`src/rtl/spd_pkg.sv`:
```
`timescale 1ns / 1ps

package spd_pkg;

  // Sizes of the stores.
  localparam int MAX_NODES = 64;
  localparam int MAX_EDGES = 256;

  // Field widths.
  localparam int NODE_W   = 6;
  localparam int WEIGHT_W = 16;
  localparam int DIST_W   = 32;

  // Counter and address widths derived from the store sizes.
  localparam int NCNT_W  = $clog2(MAX_NODES + 1);
  localparam int NADDR_W = $clog2(MAX_NODES);
  localparam int EADDR_W = $clog2(MAX_EDGES);
  localparam int ECNT_W  = $clog2(MAX_EDGES + 1);
  localparam int ROUND_W = $clog2(MAX_NODES);

  // Configuration port.
  localparam int CFG_IDX_W  = 1;
  localparam int CFG_DATA_W = 7;
  localparam logic [CFG_IDX_W-1:0] CFG_NODE_COUNT  = 1'd0;
  localparam logic [CFG_IDX_W-1:0] CFG_DESTINATION = 1'd1;

  localparam logic signed [DIST_W-1:0] DIST_MAX = {1'b0, {(DIST_W-1){1'b1}}};
  localparam logic signed [DIST_W-1:0] DIST_MIN = {1'b1, {(DIST_W-1){1'b0}}};

  // One stored edge, source in the lowest bits.
  typedef struct packed {
    logic signed [WEIGHT_W-1:0] weight;
    logic [NODE_W-1:0]          to;
    logic [NODE_W-1:0]          from;
  } edge_rec_t;

  // One distance entry: reached flag and distance.
  typedef struct packed {
    logic                     valid;
    logic signed [DIST_W-1:0] len;
  } cell_t;

  // Result of one relaxation test.
  typedef struct packed {
    logic                     improves;
    logic signed [DIST_W-1:0] sum;
  } relax_res_t;

endpackage

```
`src/rtl/spd_relax.sv`:
```
`timescale 1ns / 1ps

module spd_relax (
  input  spd_pkg::cell_t                       src,
  input  spd_pkg::cell_t                       dst,
  input  logic signed [spd_pkg::WEIGHT_W-1:0]  weight,
  output spd_pkg::relax_res_t                  res
);

  logic signed [spd_pkg::DIST_W:0] wide_sum;
  logic signed [spd_pkg::DIST_W-1:0] sat_sum;

  // One wide add with saturation, then one signed compare.
  always_comb begin
    wide_sum = {src.len[spd_pkg::DIST_W-1], src.len}
             + (spd_pkg::DIST_W+1)'(weight);
    if (wide_sum[spd_pkg::DIST_W] != wide_sum[spd_pkg::DIST_W-1]) begin
      sat_sum = wide_sum[spd_pkg::DIST_W] ? spd_pkg::DIST_MIN : spd_pkg::DIST_MAX;
    end else begin
      sat_sum = wide_sum[spd_pkg::DIST_W-1:0];
    end
    res.sum      = sat_sum;
    res.improves = src.valid && (!dst.valid || (sat_sum < dst.len));
  end

endmodule

```
`config.mk`:
```
export PLATFORM = sky130hd
export DESIGN_NAME = spd_relax
export DESIGN_NICKNAME = d
export VERILOG_FILES = /design/src/rtl/spd_pkg.sv /design/src/rtl/spd_relax.sv
export SDC_FILE = /design/constraint.sdc
export NUM_CORES = 1
export LEC_CHECK = 0
export ABC_AREA = 0
export BUFFER_PORTS_ARGS = -buffer_cell sky130_fd_sc_hd__buf_2
export CORE_MARGIN = 2
export CORE_UTILIZATION = 55
export DETAILED_ROUTE_END_ITERATION = 12
export PLACE_DENSITY = 0.91
export SLEW_MARGIN = 20
export SYNTH_ARGS = -nofsm -noshare
export SYNTH_HDL_FRONTEND = slang
export SYNTH_SLANG_ARGS = --single-unit
```
`constraint.sdc`:
```
create_clock -name vclk -period 16.7
set_input_delay 3.34 -clock vclk [all_inputs]
set_output_delay 3.34 -clock vclk [all_outputs]
set_load 0.02 [all_outputs]
```
==> results.json <==
{
  "status": "finished, final reports clean",
  "rsz0062_at_grt": "false",
  "grt_pass1_wl_um": 12100,
  "p_comb_share_pct": 100.0,
  "rows": 25,
  "nNetsFinal": 614,
  "core_area_um2": 4690,
  "hp-class": "in -> out",
  "power.leakage_nw": 1.75,
  "ys_seq_area_share_pct": 0,
  "synth_area_um2": 2670,
  "grt-ovfl-total": 0,
  "irDropWorstVdd_mv": 0.0283,
  "dpl.hpwl_um": 6380,
  "num_io_pins": 115,
  "n_clock_buffer": 0,
  "timing.max_cap.violations": 0,
  "yosys_warnings": 0,
  "fmax_ghz": 0.0887,
  "setup_violations": 0,
  "routedWlPerCell_um": 14.3,
  "slew_viol_final": 0,
  "start_kind": "input pin",
  "final_common_cell": "buf_2",
  "start_util_pct": 56.8,
  "dp.cells": 521,
  "mostFrequentLayoutCells": "115 x buf_2, 62 x ha_1, 45 x a21oi_1, 38 x inv_1, 25 x o21ai_0",
  "synthCells": 359,
  "cp_data_required_time_ns": 13.36,
  "tns_ns": 0,
  "totalWireLength_um": 7470,
  "timing.final.crit_share_pct": 67.5,
  "antenna_found_initial": 0,
  "cp.arrival_ns": 7.93,
  "fin_cells": 521,
  "syn2layout_area_growth_pct": 22.1,
  "pwr-share-seq_pct": 0,
  "groute.usage.overall_pct": 26.6,
  "cp-startpoint": "weight[15]",
  "crit_type": "in -> out",
  "relSlewSlack_pct": 58.1,
  "sw_frac_of_total_pct": 60.7,
  "p_sw_uw": 133,
  "avgSynthCellArea_um2": 7.42,
  "drt_iter0_drc": 202,
  "post_cts_buffers": 0,
  "die_x_um": 73.6,
  "ys_types": 55,
  "whs_ns": 7.11,
  "multiInputGateArea_um2": 2470,
  "fp.dieH_um": 73.6,
  "path_max_fanout": 28,
  "viasPerCell": 5.90,
  "dp_slack_ns": 5.50,
  "fin_crit_ns": 11.27,
  "grt_max_degree": 29,
  "seq_cells": 0,
  "power.internal_uw": 86.0,
  "power_uw": 219,
  "first_pass_iters": 4,
  "clockPowerShare_pct": 0,
  "holdPathStages": 4,
  "ff_latch_area_um2": 0,
  "place.gp.congestion": 0.894,
  "power_density_nw_per_um2": 67.2,
  "ant_nets": 0,
  "fillers": 401,
  "port_buffers": 115,
  "drcViolationCount": 0,
  "grt_pass1_vias": 2881,
  "cts-resized-gates": 0,
  "worst_pin_slew_ns": 0.613,
  "diodes": 0,
  "crit_end": "res[32]",
  "hold_viol_final": 0,
  "cp-end-kind": "primary output",
  "vias": 3074,
  "die_area_um2": 5420,
  "post-route-worst-setup-slack_ns": 5.43,
  "syn-num-nets": 504,
  "drive_above_1_share_pct": 28.7,
  "postCtsHoldBufs": 0
}
==> cells by family after synthesis <==
kind of cell | after synthesis | share of synthesized area (%)
AOI/OAI and AO/OA | 141 | 36.2
xor gates and xnor gates | 31 | 10.9
adders and majority gates | 66 | 31.0
buffers and inverters | 45 | 7.42
and+or+nand+nor | 76 | 14.5
==> cell usage after synthesis, types with 7 or more instances <==
| cell type | count | area, µm² |
|---|---|---|
| xnor2_1 | 16 | 140 |
| nand3_1 | 8 | 40.0 |
| a21o_1 | 19 | 143 |
| a21oi_1 | 45 | 225 |
| nor2_1 | 20 | 75.1 |
| o21ai_1 | 7 | 35.0 |
| ha_1 | 62 | 776 |
| nand4_1 | 8 | 50.1 |
| inv_1 | 38 | 143 |
| xor2_1 | 14 | 123 |
| o21ai_0 | 25 | 125 |
| o211ai_1 | 7 | 52.6 |
| nand2_1 | 19 | 71.3 |
==> worst min-delay path by stage <==
| stage | endpoint | from |
|---|---|---|
| 6_report | res[32] | dst[32] |
| 5_1_grt | res[32] | dst[32] |
| 4_1_cts | res[32] | dst[32] |
| 3_5_place_dp | res[32] | dst[32] |
| 3_3_place_gp | res[32] | dst[32] |
| 2_1_floorplan | res[32] | dst[32] |
==> metal layers <==
layer / part of all wire (%) / wire, µm / global-route usage, % / vias up
li1: - / - / - / 1542
met1: 44 / 3250 / 34.2 / 1406
met2: 50 / 3730 / 49.8 / 116
met3: 5.4 / 404 / 0.686 / 10
met4: 1.2 / 87 / 4.24 / 0
met5: 0 / 0 / 0 / -
==> area by class of cell <==
type,instances,area share (%)
Timing Repair Buffer,115,17.7
Inverter,38,4.38
Multi-Input combinational cell,314,75.8
Tap cell,54,2.08
==> power groups by stage <==
stage	Clock, mW	Sequential, mW	Combinational [mW]
floorplan	0	0	0.157
global placement	0	0	0.210
detailed placement	0	0	0.215
CTS	0	0	0.217
global route	0	0	0.242
finish	0	0	0.219
==> through the flow <==
stage / utilization [%] / instance area [µm²]
final: 69.3 / 3250
after CTS: 69.3 / 3250
after detailed placement: 69.3 / 3250
after global placement: 69.3 / 3250
after global routing: 69.3 / 3250
after floorplan: - / 2670
==> critical path, cell delays in order <==
cell,delay (ns)
buf_2,0.31
ha_1,0.37
a211oi_2,0.24
nor2_1,0.08
or2_1,0.24
a211oi_2,0.21
o211ai_1,0.14
a22o_4,0.35
nor2_4,0.48
a21oi_1,0.15
ha_1,0.33
a21o_1,0.18
a21o_1,0.17
a21oi_1,0.19
a2111oi_0,0.17
a221oi_1,0.27
o21ai_0,0.13
a31oi_1,0.16
nand2_1,0.10
a21boi_2,0.14
buf_2,0.17
(Power assumes the default switching activity.)
